--- config.mk ---
export PLATFORM = sky130hd
export DESIGN_NAME = next_fit_id_allocator
export DESIGN_NICKNAME = d
export VERILOG_FILES = /design/src/sv/nfa_pkg.sv /design/src/sv/nfa_ram.sv /design/src/sv/nfa_step.sv /design/src/sv/next_fit_id_allocator.sv
export SDC_FILE = /design/constraint.sdc
export NUM_CORES = 1
export LEC_CHECK = 0
export ABC_AREA = 1
export BUFFER_PORTS_ARGS = -buffer_cell sky130_fd_sc_hd__buf_2
export CORE_MARGIN = 1
export CORE_UTILIZATION = 41
export CTS_BUF_LIST = sky130_fd_sc_hd__clkbuf_8
export DETAILED_ROUTE_END_ITERATION = 7
export GPL_TIMING_DRIVEN = 0
export PLACE_DENSITY = 0.65
export SYNTH_ARGS = -nofsm -noshare
export SYNTH_HDL_FRONTEND = slang
export SYNTH_SLANG_ARGS = --single-unit
--- constraint.sdc ---
create_clock -name clk -period 3.6 [get_ports clk]
set_input_delay 0.18 -clock clk [delete_from_list [all_inputs] [get_ports clk]]
set_output_delay 0.18 -clock clk [all_outputs]
set_load 0.1 [all_outputs]
--- src/sv/nfa_pkg.sv ---
// ----------------------------------------------------------------------------
// nfa_pkg
// Shared types, widths and codes for the next-fit id allocator.
// ----------------------------------------------------------------------------
package nfa_pkg;

  localparam int NUM_IDS = 64;
  localparam int ID_W    = $clog2(NUM_IDS);
  localparam int CNT_W   = $clog2(NUM_IDS + 1);
  localparam int REQ_W   = 7;
  localparam int GRANT_W = 6;
  localparam int RNG_W   = REQ_W + ID_W;

  localparam logic [1:0] OP_ALLOC   = 2'd0;
  localparam logic [1:0] OP_RELEASE = 2'd1;
  localparam logic [1:0] OP_QUERY   = 2'd2;

  localparam logic [2:0] ST_OK        = 3'd0;
  localparam logic [2:0] ST_ILLEGAL   = 3'd1;
  localparam logic [2:0] ST_BUSY      = 3'd2;
  localparam logic [2:0] ST_LIMIT     = 3'd3;
  localparam logic [2:0] ST_EXHAUSTED = 3'd4;

  typedef struct packed {
    logic [1:0]       operation;
    logic             auto_pick;
    logic [REQ_W-1:0] requested_id;
  } nfa_in_t;

  typedef struct packed {
    logic [2:0]         status;
    logic [GRANT_W-1:0] granted_id;
    logic               occupied;
  } nfa_out_t;

  typedef struct packed {
    logic [ID_W-1:0] cur;
    logic [ID_W-1:0] start;
  } step_req_t;

  typedef struct packed {
    logic [ID_W-1:0] nxt;
    logic            hit_start;
  } step_rsp_t;

endpackage

--- src/sv/nfa_ram.sv ---
// ----------------------------------------------------------------------------
// nfa_ram
// Generic single-write, single-read RAM with registered read data.
// ----------------------------------------------------------------------------
module nfa_ram #(
  parameter int WIDTH = 1,
  parameter int DEPTH = 64
) (
  input  logic                     clk,
  input  logic                     we,
  input  logic [$clog2(DEPTH)-1:0] waddr,
  input  logic [WIDTH-1:0]         wdata,
  input  logic [$clog2(DEPTH)-1:0] raddr,
  output logic [WIDTH-1:0]         rdata
);

  logic [WIDTH-1:0] mem_r [DEPTH];
  logic [WIDTH-1:0] rdata_r;

  always_ff @(posedge clk) begin
    if (we) begin
      mem_r[waddr] <= wdata;
    end
    rdata_r <= mem_r[raddr];
  end

  assign rdata = rdata_r;

endmodule

--- src/sv/nfa_step.sv ---
// ----------------------------------------------------------------------------
// nfa_step
// Cursor stepper: advance an id by one, wrap to 1, compare with scan start.
// ----------------------------------------------------------------------------
module nfa_step
  import nfa_pkg::*;
(
  input  step_req_t req,
  output step_rsp_t rsp
);

  logic [ID_W:0]   inc;
  logic [ID_W-1:0] nxt;

  assign inc = {1'b0, req.cur} + (ID_W + 1)'(1);
  assign nxt = (inc >= (ID_W + 1)'(NUM_IDS)) ? ID_W'(1) : inc[ID_W-1:0];

  assign rsp.nxt       = nxt;
  assign rsp.hit_start = (nxt == req.start);

endmodule

--- src/sv/next_fit_id_allocator.sv ---
// ----------------------------------------------------------------------------
// next_fit_id_allocator
// Id slot allocator with requested or next-fit automatic allocation,
// release and occupancy query.
// ----------------------------------------------------------------------------
// One item is worked at a time. Release, query and allocation by id go
// through dispatch, a slot table check and done to a result ready for
// transfer; rejects decided without a table lookup skip the check. An
// automatic allocation walks from the next-fit hint until it finds a free
// slot, or comes back to its start when the table is exhausted: the walk
// reads one slot per cycle through the single read port of the slot table
// and advances through one shared cursor stepper. A finished result waits
// in the output register while the next item is accepted. Slot state
// clears at reset through per-slot valid bits, so no clearing pass is needed.
module next_fit_id_allocator
  import nfa_pkg::*;
(
  input  logic     clk,
  input  logic     rst_n,
  input  logic     in_valid,
  output logic     in_ready,
  input  nfa_in_t  in_data,
  output logic     out_valid,
  input  logic     out_ready,
  output nfa_out_t out_data
);

  localparam logic [2:0] S_IDLE     = 3'd0;
  localparam logic [2:0] S_DISPATCH = 3'd1;
  localparam logic [2:0] S_CHECK    = 3'd2;
  localparam logic [2:0] S_SCAN     = 3'd3;
  localparam logic [2:0] S_DONE     = 3'd4;

  logic [2:0]       state_r, state_nxt;
  nfa_in_t          req_r, req_nxt;
  logic [ID_W-1:0]  cur_r, cur_nxt;
  logic [ID_W-1:0]  start_r, start_nxt;
  nfa_out_t         res_r, res_nxt;
  logic [CNT_W-1:0] cnt_r, cnt_nxt;
  logic [ID_W-1:0]  hint_r, hint_nxt;
  logic             out_valid_r, out_valid_nxt;
  nfa_out_t         out_data_r, out_data_nxt;
  logic [NUM_IDS-1:0] valid_r;
  logic             vld_q_r;

  logic             ram_we;
  logic [ID_W-1:0]  ram_waddr;
  logic [0:0]       ram_wdata;
  logic [ID_W-1:0]  ram_raddr;
  logic [0:0]       ram_rdata;

  step_req_t        step_req;
  step_rsp_t        step_rsp;

  logic             slot_used;
  logic             id_in_range;
  logic             id_zero;
  logic [ID_W-1:0]  id_idx;
  logic             full;
  logic             hint_ok;
  logic [ID_W-1:0]  scan_start;

  nfa_ram #(
    .WIDTH(1),
    .DEPTH(NUM_IDS)
  ) u_slots (
    .clk   (clk),
    .we    (ram_we),
    .waddr (ram_waddr),
    .wdata (ram_wdata),
    .raddr (ram_raddr),
    .rdata (ram_rdata)
  );

  nfa_step u_step (
    .req (step_req),
    .rsp (step_rsp)
  );

  assign slot_used   = vld_q_r & ram_rdata[0];
  assign id_in_range = RNG_W'(req_r.requested_id) < RNG_W'(NUM_IDS);
  assign id_zero     = (req_r.requested_id == '0);
  assign id_idx      = ID_W'(req_r.requested_id);
  assign full        = (cnt_r >= CNT_W'(NUM_IDS));
  assign hint_ok     = (hint_r != '0) && ((ID_W + 1)'(hint_r) < (ID_W + 1)'(NUM_IDS));
  assign scan_start  = hint_ok ? hint_r : ID_W'(1);

  assign step_req.cur   = ((state_r == S_SCAN) && slot_used) ? cur_r : hint_r;
  assign step_req.start = start_r;

  assign in_ready  = (state_r == S_IDLE);
  assign out_valid = out_valid_r;
  assign out_data  = out_data_r;

  always_comb begin
    state_nxt     = state_r;
    req_nxt       = req_r;
    cur_nxt       = cur_r;
    start_nxt     = start_r;
    res_nxt       = res_r;
    cnt_nxt       = cnt_r;
    hint_nxt      = hint_r;
    out_valid_nxt = out_valid_r;
    out_data_nxt  = out_data_r;
    ram_we        = 1'b0;
    ram_waddr     = id_idx;
    ram_wdata     = 1'b0;
    ram_raddr     = cur_r;

    if (out_valid_r && out_ready) begin
      out_valid_nxt = 1'b0;
    end

    unique case (state_r)
      S_IDLE: begin
        if (in_valid) begin
          req_nxt   = in_data;
          state_nxt = S_DISPATCH;
        end
      end
      S_DISPATCH: begin
        res_nxt   = '{status: ST_OK, granted_id: '0, occupied: 1'b0};
        state_nxt = S_DONE;
        unique case (req_r.operation)
          OP_ALLOC: begin
            if (req_r.auto_pick) begin
              if (full) begin
                res_nxt.status = ST_LIMIT;
              end else begin
                cur_nxt   = scan_start;
                start_nxt = scan_start;
                ram_raddr = scan_start;
                state_nxt = S_SCAN;
              end
            end else if (!id_in_range) begin
              res_nxt.status = ST_ILLEGAL;
            end else begin
              ram_raddr = id_idx;
              state_nxt = S_CHECK;
            end
          end
          OP_RELEASE: begin
            if (!id_in_range) begin
              res_nxt.status = ST_ILLEGAL;
            end else begin
              ram_raddr = id_idx;
              state_nxt = S_CHECK;
            end
          end
          OP_QUERY: begin
            if (id_in_range && !id_zero) begin
              ram_raddr = id_idx;
              state_nxt = S_CHECK;
            end
          end
          default: begin
            res_nxt.status = ST_ILLEGAL;
          end
        endcase
      end
      S_CHECK: begin
        state_nxt = S_DONE;
        unique case (req_r.operation)
          OP_ALLOC: begin
            if (slot_used) begin
              res_nxt.status = ST_BUSY;
            end else if (full) begin
              res_nxt.status = ST_LIMIT;
            end else begin
              ram_we             = 1'b1;
              ram_waddr          = id_idx;
              ram_wdata          = 1'b1;
              cnt_nxt            = cnt_r + CNT_W'(1);
              hint_nxt           = step_rsp.nxt;
              res_nxt.granted_id = GRANT_W'(id_idx);
            end
          end
          OP_RELEASE: begin
            if (!slot_used) begin
              res_nxt.status = ST_ILLEGAL;
            end else begin
              ram_we    = 1'b1;
              ram_waddr = id_idx;
              ram_wdata = 1'b0;
              if (cnt_r != '0) begin
                cnt_nxt = cnt_r - CNT_W'(1);
              end
            end
          end
          default: begin
            res_nxt.occupied = slot_used;
          end
        endcase
      end
      S_SCAN: begin
        if (!slot_used) begin
          ram_we             = 1'b1;
          ram_waddr          = cur_r;
          ram_wdata          = 1'b1;
          cnt_nxt            = cnt_r + CNT_W'(1);
          hint_nxt           = step_rsp.nxt;
          res_nxt.granted_id = GRANT_W'(cur_r);
          state_nxt          = S_DONE;
        end else if (step_rsp.hit_start) begin
          res_nxt.status = ST_EXHAUSTED;
          state_nxt      = S_DONE;
        end else begin
          cur_nxt   = step_rsp.nxt;
          ram_raddr = step_rsp.nxt;
        end
      end
      S_DONE: begin
        if (!out_valid_r || out_ready) begin
          out_valid_nxt = 1'b1;
          out_data_nxt  = res_r;
          state_nxt     = S_IDLE;
        end
      end
      default: begin
        state_nxt = S_IDLE;
      end
    endcase
  end

  always_ff @(posedge clk) begin
    if (!rst_n) begin
      state_r     <= S_IDLE;
      cnt_r       <= '0;
      hint_r      <= ID_W'(1);
      out_valid_r <= 1'b0;
      valid_r     <= '0;
    end else begin
      state_r     <= state_nxt;
      cnt_r       <= cnt_nxt;
      hint_r      <= hint_nxt;
      out_valid_r <= out_valid_nxt;
      if (ram_we) begin
        valid_r[ram_waddr] <= 1'b1;
      end
    end
  end

  always_ff @(posedge clk) begin
    req_r      <= req_nxt;
    cur_r      <= cur_nxt;
    start_r    <= start_nxt;
    res_r      <= res_nxt;
    out_data_r <= out_data_nxt;
    vld_q_r    <= valid_r[ram_raddr];
  end

  a_count_bound: assert property (@(posedge clk) disable iff (!rst_n)
    cnt_r <= CNT_W'(NUM_IDS))
    else $error("used count above table size");

  a_hint_nonzero: assert property (@(posedge clk) disable iff (!rst_n)
    hint_r != '0)
    else $error("hint pointer at slot zero");

  a_scan_grant: assert property (@(posedge clk) disable iff (!rst_n)
    (state_r == S_SCAN) && !slot_used |=> state_r == S_DONE)
    else $error("free slot found but scan did not finish");

  a_grant_ok: assert property (@(posedge clk) disable iff (!rst_n)
    out_valid_r && (out_data_r.granted_id != '0) |-> out_data_r.status == ST_OK)
    else $error("granted id on a failed result");

endmodule

# After elaboration in Yosys (flattened, before gate mapping)

Memories as Yosys holds them, arrays and structs flattened. A register that Yosys moved wholly into a read port is not among the register bits.
Index checks and enable logic that the tools add are counted.

Add/subtract/negate cells: 3
Magnitude comparators: 6
Equality and inequality tests: 26
Mux-type cells: 71
Bitwise logic cells: 3
Reduce and logical (&&, ||, !) cells: 27

Operators with widths:

| cell                                                                  | number |
|---|---|
| 6-bit two-way mux                                                     | 21 |
| 64-bit bitwise OR                                                     | 1 |
| 3-bit two-way mux                                                     | 13 |
| 6-bit case mux with 2 select lines                                    | 3 |
| 7-bit two-way mux                                                     | 5 |
| 7-bit case mux with 2 select lines                                    | 2 |
| 9-bit case mux with 3 select lines                                    | 1 |
| 2-bit inequality test (second input constant)                         | 9 |
| 3-bit inequality test (second input constant)                         | 6 |
| 3-bit case mux with 3 select lines                                    | 2 |
| 6-bit case mux with 3 select lines                                    | 1 |
| 3-bit case mux with 5 select lines                                    | 1 |
| 7-bit greater-or-equal comparator (second input constant)             | 2 |
| 6-bit by 7-bit < comparator with 1-bit output (second input constant) | 2 |
| 1-bit two-way mux                                                     | 14 |
| 5-bit AND reduction                                                   | 2 |
| 1-bit case mux with 2 select lines                                    | 4 |
| 6-bit by 1-bit adder with 7-bit output (second input constant)        | 1 |
| 7-bit by 1-bit adder with 7-bit output (second input constant)        | 1 |
| 7-bit zero test                                                       | 1 |
| 7-bit < comparator (second input constant)                            | 1 |
| 7-bit AND reduction                                                   | 1 |
| 7-bit nonzero test                                                    | 1 |
| 7-bit by 1-bit subtractor with 7-bit output (second input constant)   | 1 |
| other kinds (29)                                                      | 40 |

Register bits after elaboration: 124
Memory bits (writable): 64
Input bits: 14
Output and inout port bits: 12
Logic and storage cells: 154
Memories kept: 1

Memory list:

| memory        | words | bits a word | read ports | clocked after Yosys merged registers in | wr ports | RTL line      | text |
|---|---|---|---|---|---|---|---|
| u_slots.mem_r | 64    | 1           | 1          | 1                                       | 1        | nfa_ram.sv:17 | `logic [WIDTH-1:0] mem_r [DEPTH];` |

# Logic depth before layout (Yosys ltp)

Gate-level depths: netlist (run 1).

Depth after elaboration: 12
Gate-level depth with buffers: 29
Mapped depth without buffers: 28

# Hierarchy

Synthesis (run 1) repeated with hierarchy kept, for this count alone.

Cells, all modules: 1175
Area, all modules: 9406.5 um2

Modules (own cells, without submodules):

| module                | instances | cells an instance | area an instance (um2) | sequential area each (um2) |
|---|---|---|---|---|
| next_fit_id_allocator | 1         | 802               | 6103.4                 | 2902.8 |
| nfa_ram               | 1         | 324               | 3065.4                 | 1941.9 |
| nfa_step              | 1         | 49                | 237.7                  | 0.0 |

# Worst setup path after synthesis (run 1)

No wires, ideal clock.

Kind: reg2reg
From: register state_r[2]
To: register res_r[7] (netlist bit) (enable)
Arrival: 2722 ps
Required time: 3338 ps
Setup slack: 616 ps
Cell stages (with the launch flop): 11
Period minus slack after synthesis: 2984 ps
Cell sequence: dfxtp_1 > nor2_1 > inv_1 > nor2_1 > clkinv_1 > o21ai_0 > nor2_1 > clkbuf_1 > inv_1 > o2111ai_1 > a21oi_1

Longest elaborated chain between the ends: 9
Elaborated cells between the ends (all ways): 16
Classes of those cells: add/sub (1); order compare (1); eq/ne (9); mux (2); reduce/logical (3)

RTL lines:

| item                                           | RTL line                                                  | text |
|---|---|---|
| from (decl)                                    | next_fit_id_allocator.sv:34                               | `logic [2:0] state_r, state_nxt;` |
| from (signal assigned)                         | next_fit_id_allocator.sv:233                              | `state_r <= state_nxt;` |
| 3-bit by 2-bit equality test with 1-bit output | next_fit_id_allocator.sv:88, next_fit_id_allocator.sv:114 |  |
| 1-bit logical AND                              | next_fit_id_allocator.sv:88                               | `assign step_req.cur = ((state_r == S_SCAN) && slot_used) ? cur_r : hint_r;` |
| 6-bit two-way mux                              | next_fit_id_allocator.sv:88                               |  |
| 6-bit by 1-bit adder with 7-bit output         | nfa_step.sv:15                                            | `assign inc = {1'b0, req.cur} + (ID_W + 1)'(1);` |
| 7-bit greater-or-equal comparator              | nfa_step.sv:16                                            | `assign nxt = (inc >= (ID_W + 1)'(NUM_IDS)) ? ID_W'(1) : inc[ID_W-1:0];` |
| 6-bit two-way mux                              | nfa_step.sv:16                                            |  |
| 6-bit equality test                            | nfa_step.sv:19                                            | `assign rsp.hit_start = (nxt == req.start);` |
| 2-bit inequality test (no source line)         | -                                                         |  |
| 6-bit AND reduction (no source line) (*)       | -                                                         |  |
| to (signal assigned)                           | next_fit_id_allocator.sv:247                              | `res_r <= res_nxt;` |
| to (decl)                                      | next_fit_id_allocator.sv:38                               | `nfa_out_t res_r, res_nxt;` |

Every way passes the cells marked *; elsewhere a longest branch is shown, timed or not.
A chain may end at the register's enable or synchronous reset.

# Final worst setup path (run 1)

From: register state_r[1]
To: register u_slots.rdata_r (netlist: u_slots.rdata), read port of u_slots.mem_r

Longest elaborated chain between the ends: 10
Elaborated cells between the ends (all ways): 11
Classes of those cells: add/sub (1); order compare (1); eq/ne (3); mux (5); reduce/logical (1)

RTL lines:

| item                                           | RTL line                                                  | text |
|---|---|---|
| 3-bit by 2-bit equality test with 1-bit output | next_fit_id_allocator.sv:88, next_fit_id_allocator.sv:114 |  |
| 1-bit logical AND                              | next_fit_id_allocator.sv:88                               |  |
| 6-bit two-way mux                              | next_fit_id_allocator.sv:88                               |  |
| 6-bit by 1-bit adder with 7-bit output         | nfa_step.sv:15                                            |  |
| 7-bit greater-or-equal comparator              | nfa_step.sv:16                                            |  |
| 6-bit two-way mux                              | nfa_step.sv:16                                            |  |
| 6-bit equality test                            | nfa_step.sv:19                                            |  |
| 6-bit two-way mux                              | next_fit_id_allocator.sv:204                              | `end else if (step_rsp.hit_start) begin` |
| 6-bit two-way mux                              | -                                                         |  |
| 6-bit case mux with 2 select lines (*)         | next_fit_id_allocator.sv:114                              | `unique case (state_r)` |
| to (decl)                                      | nfa_ram.sv:18                                             | `logic [WIDTH-1:0] rdata_r;` |

Marks and branches as above.

==> summary.txt, run 1 <==
Synth
  • Post-synth top area share: 0.341
  • Most frequent cell after synthesis: nor2_1
  • Post-synth EDFFs: 106
  • Async set-reset flop share out of synthesis: 0
  • Largest cells by area after synthesis: edfxtp_1, dfxtp_1, nor2_1
  • Mean Syn Cell Area: 8.00 um^2
  • Sequential area share after synthesis: 0.519
  • Synth top cells by count: nor2_1, nand2_1, nand3_1
  • Post-Syn Area: 9340 um^2
  • Cell taking the most area after synthesis: edfxtp_1
  • Mapped Cells: 1168
  • Seq cells post-synth: 189
  • Post-synth cell types: 47
  • Yosys warns: 0
  • Main synth FF type: edfxtp_1
  • Synthesized Nets: 1185

Setup path
  • Slowest Stage Delay on Critical Path: 0.58 ns
  • Crit path max-delay family: simple AND/OR/NAND/NOR gates
  • Reg2reg path depth: 21
  • RR Startpoint: state_r[1]
  • Setup crit end kind: flop
  • Reg-to-reg slack, setup: 0.09 ns
  • Bufs and invs on worst path: 2
  • Critical path data required time: 4.01 ns
  • Critical Path AT: 3.92 ns
  • Setup crit start: state_r[1]
  • Crit path max fanout: 7
  • Crit-path cells: nand2_1 > nor2_4 > nand3_1 > nand2_4 > ha_4 > nand3_4 > nor2_4 > nand2_2 > nand2_2 > nand2_1 > nand2_1 > inv_2 > nor2_4 > nand2_4 > nand3_1 > nand2_1 > a22oi_1 > inv_1 > nand3_1 > nand3_1 > nand2_1
  • CP endpoint: u_slots.rdata
  • CP max-delay cell: a22oi_1
  • CP most frequent cell: nand2_1
  • Startpoint Class: flop
  • Kind of critical path: flop to flop
  • FF-to-FF End: u_slots.rdata
  • Critical path depth: 21

Timing
  • Clk_skew: 0.0134 ns
  • Count of final hold-check violations: 0
  • Slew Viols, Final: 0
  • Max_slew headroom: 0.210
  • PnR worst setup slack: 0.0889 ns
  • Fmax: 285 MHz
  • Slew @ Worst Pin: 1.18 ns
  • Setup TNS: 0 ns
  • Final worst-path cycle share: 0.975
  • RSZ-0062 raised after global routing: true
  • Setup-failing EPs final: 0
  • Min Tclk post-route: 3.51 ns

GRT
  • Number of global-route vias before repair: 7394
  • GRT Overall Usage: 0.229
  • Antenna violations before repair: 0
  • Overflow after GRT: 0
  • First-pass GRT wire length: 40.4 mm
  • Largest net degree at the start of global routing: 39

Die
  • Chip width: 153 um
  • Rows: 54
  • Die height: 153 um
  • Core box area: 22100 um^2
  • Initial Util: 0.423
  • Num ports: 26
  • Die area: 23400 um^2

Pwr
  • VDD IR max: 0.295 mV
  • Pleak: 4.33 nW
  • Pwr Density: 557 nW/um^2

Min path
  • Worst Hold Depth: 4
  • Tightest Hold Check Type: primary input to flop
  • Min-delay src: out_ready

Routing
  • Post-DRT Antenna Nets: 0
  • Final wirelength: 26.5 mm
  • Drt initial violations: 899
  • Post-route DRC violation count: 0
  • Avg WL per Cell: 17.3 um
  • Vias per std cell: 5.33
  • Drt first pass iters: 6
  • Vias after detailed routing: 8171

Clocking
  • Reg clk slew, reported paths: 0.11 ns
  • CTS Buffer Depth: 2
  • CTS buffer count: 17
  • Clock latency reported for the late side of the worst-skew pair: 0.47 ns
  • # H-tree levels: 4
  • Root buffer cell: clkbuf_8
  • Sink Count: 189
  • CTS tree: done

Layout
  • Final #Nets: 1256
  • Ant diodes: 0
  • Share of layout cells above drive strength 1: 0.122
  • Area delta synth->final: 13.7%
  • Fillers: 2161

Placement
  • Port buffer count: 25
  • GP Congestion: 0.938
  • DPL Wire Length: 18.5 mm
  • Pre-CTS setup slack: -0.304 ns

Run status
  • Status: completed

Job
  • Max-Cap Viols: 0
[cell type report]
type | count | area [um^2] | area share
Sequential cell | 189 | 4850 | 0.457
Multi-Input combinational cell | 793 | 3800 | 0.358
Inverter | 138 | 520 | 0.0490
Timing Repair Buffer | 52 | 379 | 0.0357
Tap cell | 280 | 350 | 0.0330
Buffer | 48 | 337 | 0.0317
Clock buffer | 17 | 234 | 0.0220
Clock inverter | 15 | 148 | 0.0139
[what timing repair did]
action,CTS,global route
hold buffers,11,0
setup endpoints to repair,2,20
cloned,2,1
resized for setup,16,37
pin swaps,2,7
setup buffers,3,9
hold endpoints to repair,11,0
[where the power goes]
part	switching, W	leakage (nW)	internal (W)
registers	0.0000654	1.67	0.00244
clock network	0.000830	0.197	0.000573
logic	0.00141	2.47	0.000593
[sequential cells by signal, summed over array words and instances, names as in the netlist, 4 cells and up]
| name | flops |
|---|---|
| hint_r | 6 |
| req_r | 4 |
| res_r | 10 |
| id_idx | 6 |
| start_r | 6 |
| cnt_r | 7 |
| valid_r | 64 |
| u_slots.mem_r | 64 |
| cur_r | 6 |
| out_data | 10 |
[metal layers]
| layer | vias up | track usage | wire, um |
|---|---|---|---|
| met5 | - | 0 | 0 |
| met4 | 0 | 0.0856 | 681 |
| met3 | 60 | 0.0522 | 2450 |
| met2 | 316 | 0.348 | 11500 |
| met1 | 3847 | 0.318 | 11900 |
| li1 | 3948 | - | - |
[worst min-delay path, cell delays in order]
cell	delay [ns]
buf_2	0.08
nor2_1	0.07
nor2_1	0.10
nor2_1	0.05
[logic make-up after synthesis]
group / count (synthesis) / share of synthesized area
DFF: 189 / 0.519
xor gates and xnor gates: 3 / 0.00281
adders and majority gates: 3 / 0.00402
AOI/OAI and AO/OA: 96 / 0.0627
buffers and inverters: 186 / 0.0851
and+or+nand+nor: 691 / 0.327
[placed cells by master, fill, tap and decap left out, types with 17 or more instances in the layout]
master / n
nor2_1: 247
nand2_1: 221
nand3_1: 150
inv_1: 130
edfxtp_1: 106
dfxtp_1: 80
o21ai_0: 36
buf_2: 27
nand3b_1: 27
clkbuf_1: 22
a21oi_1: 21
buf_6: 18
clkbuf_8: 17
[per-stage QoR]
| step | util | cells | total power, W | instance area [um^2] | hold WS (ns) |
|---|---|---|---|---|---|
| floorplan | - | 1168 | 0.00382 | 9340 | 0.279 |
| global placement | 0.444 | 1473 | 0.00433 | 9820 | 0.357 |
| detailed placement | 0.445 | 1474 | 0.00435 | 9840 | 0.359 |
| CTS | 0.471 | 1522 | 0.00580 | 10400 | 0.0470 |
| global route | 0.481 | 1532 | 0.00617 | 10600 | 0.0667 |
| finish | 0.481 | 1532 | 0.00591 | 10600 | 0.0411 |
[worst min-delay path by stage]
stage / end
floorplan: id_idx[0]
global placement: id_idx[0]
detailed placement: req_r[7]
CTS: out_valid
global route: out_valid
finish: out_valid
No activity file was read; power rests on OpenSTA's default activity.
==> inputs of run 2 (changes only) <==
Settings changed: CORE_UTILIZATION 41 to 65, PLACE_DENSITY 0.65 to 0.92.
==> run 2 against run 1 <==
Effect of this change: clock-buffer cell count rose by 2; cell area fell by 1.2%; die area fell by 36%; setup slack got worse by 0.040 ns; combinational power barely moved; via count rose by 5.9%; maximum frequency fell by 1.1%; highest routed layer is now met5.
==> summary.txt, run 2 (synthesis gave the netlist of run 1 again) <==
Run status
  • Status: completed

Clocking
  • CTS tree: done
  • Clock latency reported for the late side of the worst-skew pair: 0.49 ns
  • CTS Buffer Depth: 2
  • Sink Count: 189
  • CTS buffer count: 17
  • Root buffer cell: clkbuf_8
  • Reg clk slew, reported paths: 0.09 ns
  • # H-tree levels: 4

Setup path
  • Reg2reg path depth: 22
  • Crit path max fanout: 10
  • Startpoint Class: flop
  • RR Startpoint: cur_r[2]
  • CP endpoint: u_slots.rdata
  • Setup crit start: cur_r[2]
  • Critical Path AT: 3.99 ns
  • Reg-to-reg slack, setup: 0.05 ns
  • Setup crit end kind: flop
  • FF-to-FF End: u_slots.rdata
  • Kind of critical path: flop to flop
  • Critical path data required time: 4.04 ns

Layout
  • Final #Nets: 1256
  • Layout Cells excl Fill: 1432
  • Most frequent cells in the layout: nor2_1, nand2_1, nand3_1
  • Largest registers: u_slots.mem_r (64), valid_r (64)
  • Ant diodes: 0
  • Area delta synth->final: 12.3%
  • Share of layout cells above drive strength 1: 0.119
  • Commonest non-fill, non-tap cell in the layout: nor2_1

Die
  • Die height: 122 um
  • Core box area: 13900 um^2
  • Num ports: 26
  • Chip width: 122 um
  • Rows: 43
  • Initial Util: 0.670
  • Die area: 14900 um^2

Timing
  • Max_slew headroom: 0.215
  • Clk_skew: 0.0120 ns
  • Final worst-path cycle share: 0.986
  • Slew Viols, Final: 0
  • Slew @ Worst Pin: 1.17 ns
  • Count of final hold-check violations: 0
  • PnR worst setup slack: 0.0492 ns
  • Min Tclk post-route: 3.55 ns
  • Hold slack final: 0.0192 ns
  • Setup TNS: 0 ns
  • Setup-failing EPs final: 0
  • Fmax: 282 MHz

Routing
  • Drt first pass iters: 6
  • Drt initial violations: 1331
  • Vias after detailed routing: 8651
  • Post-DRT Antenna Nets: 0
  • Post-route DRC violation count: 0
  • Final wirelength: 27.3 mm
  • Vias per std cell: 6.04
  • Avg WL per Cell: 19.1 um

GRT
  • GR peak layer: met2
  • Overflow after GRT: 0
  • Met2 usage: 0.566
  • GR met1 Demand/Resource: 0.493
  • GRT Overall Usage: 0.369
  • First-pass GRT wire length: 40.7 mm
  • M3 GR Usage: 0.0894
  • Number of global-route vias before repair: 8010
  • Largest net degree at the start of global routing: 53
  • Antenna violations before repair: 1

Placement
  • GP Congestion: 1.01
  • Port buffer count: 25
  • Cells after DPL: 1374
  • Pre-CTS setup slack: -0.133 ns
  • DPL Wire Length: 18.3 mm

Pwr
  • Pleak: 4.34 nW
  • Final Power: 0.00594 W
  • VDD IR max: 0.358 mV
  • Pwr Density: 566 nW/um^2

Min path
  • Tightest Hold Check Type: primary input to flop

Job
  • Max-Cap Viols: 0
==> run 2: cell types whose count changed in the layout (fill, tap and decap cells not counted), sizes merged <==
cell | before | now
buf | 64 | 63
clkinvlp | 1 | 0
clkinv | 4 | 7
nand2 | 244 | 245
bufinv | 1 | 2
clkbuf | 42 | 44
inv | 147 | 142
==> run 2: stage by stage <==
| step | utilization | area [um^2] |
|---|---|---|
| after floorplan | - | 9340 |
| after global placement | 0.695 | 9690 |
| after detailed placement | 0.697 | 9710 |
| after CTS | 0.738 | 10300 |
| after global routing | 0.752 | 10500 |
| final | 0.752 | 10500 |
==> run 2: repair_timing <==
item                                    4_1_cts  5_1_grt
cloned                                        1        3
hold buffers                                 11        0
hold endpoints to repair                     11        0
pin swaps                                     2       10
buffers inserted                              1       10
gates resized for setup                      12       30
endpoints found under the setup margin        2        2
==> run 2: power breakdown <==
part / internal (W) / leakage [nW] / switching [W]
Clock: 0.000657 / 0.213 / 0.000782
Sequential: 0.00244 / 1.66 / 0.0000639
Combinational: 0.000575 / 2.46 / 0.00142
==> run 2: worst min-delay path by stage <==
stage | from | to | slack (ns) | depth (start not counted)
floorplan | in_data[0] | id_idx[0] | 0.28 | 0
global placement | in_data[4] | id_idx[4] | 0.36 | 1
detailed placement | in_data[4] | id_idx[4] | 0.36 | 1
CTS | out_ready | out_valid | 0.01 | 4
global route | out_ready | out_valid | 0.05 | 4
finish | out_ready | out_valid | 0.02 | 4
==> run 2: per-layer routing <==
layer / share of wire / vias to the layer above / wire length, um
met2: 0.45 / 618 / 12300
met3: 0.13 / 118 / 3460
met1: 0.38 / 3974 / 10400
li1: - / 3939 / -
met5: 0.00048 / - / 13
met4: 0.042 / 2 / 1150
==> run 2: area by class of cell <==
| type | instances | area (um^2) |
|---|---|---|
| flip-flops and latches | 189 | 4850 |
| well taps | 180 | 225 |
| clock buffers | 19 | 262 |
| fillers | 966 | 3450 |
| plain buffers | 48 | 324 |
| inverters | 138 | 523 |
| clock inverters | 13 | 139 |
| multi-input cells | 794 | 3800 |
| repair buffers | 51 | 362 |
==> run 2: worst max-delay path, stage by stage, from the launching register on <==
cell	delay (ns)
edfxtp_1	0.55
inv_1	0.22
nand3_1	0.22
nand2_1	0.22
nand2_1	0.11
nand2_1	0.14
inv_2	0.08
nor2_1	0.15
nor2_1	0.08
nand3_2	0.09
nor2_4	0.04
nand2_4	0.12
nand2_8	0.10
nand2_1	0.10
nand2_2	0.12
a21oi_4	0.32
buf_2	0.30
nand3_1	0.11
nand3_1	0.10
nand3_1	0.10
nand3_1	0.10
nand3_1	0.08
nand2_1	0.06
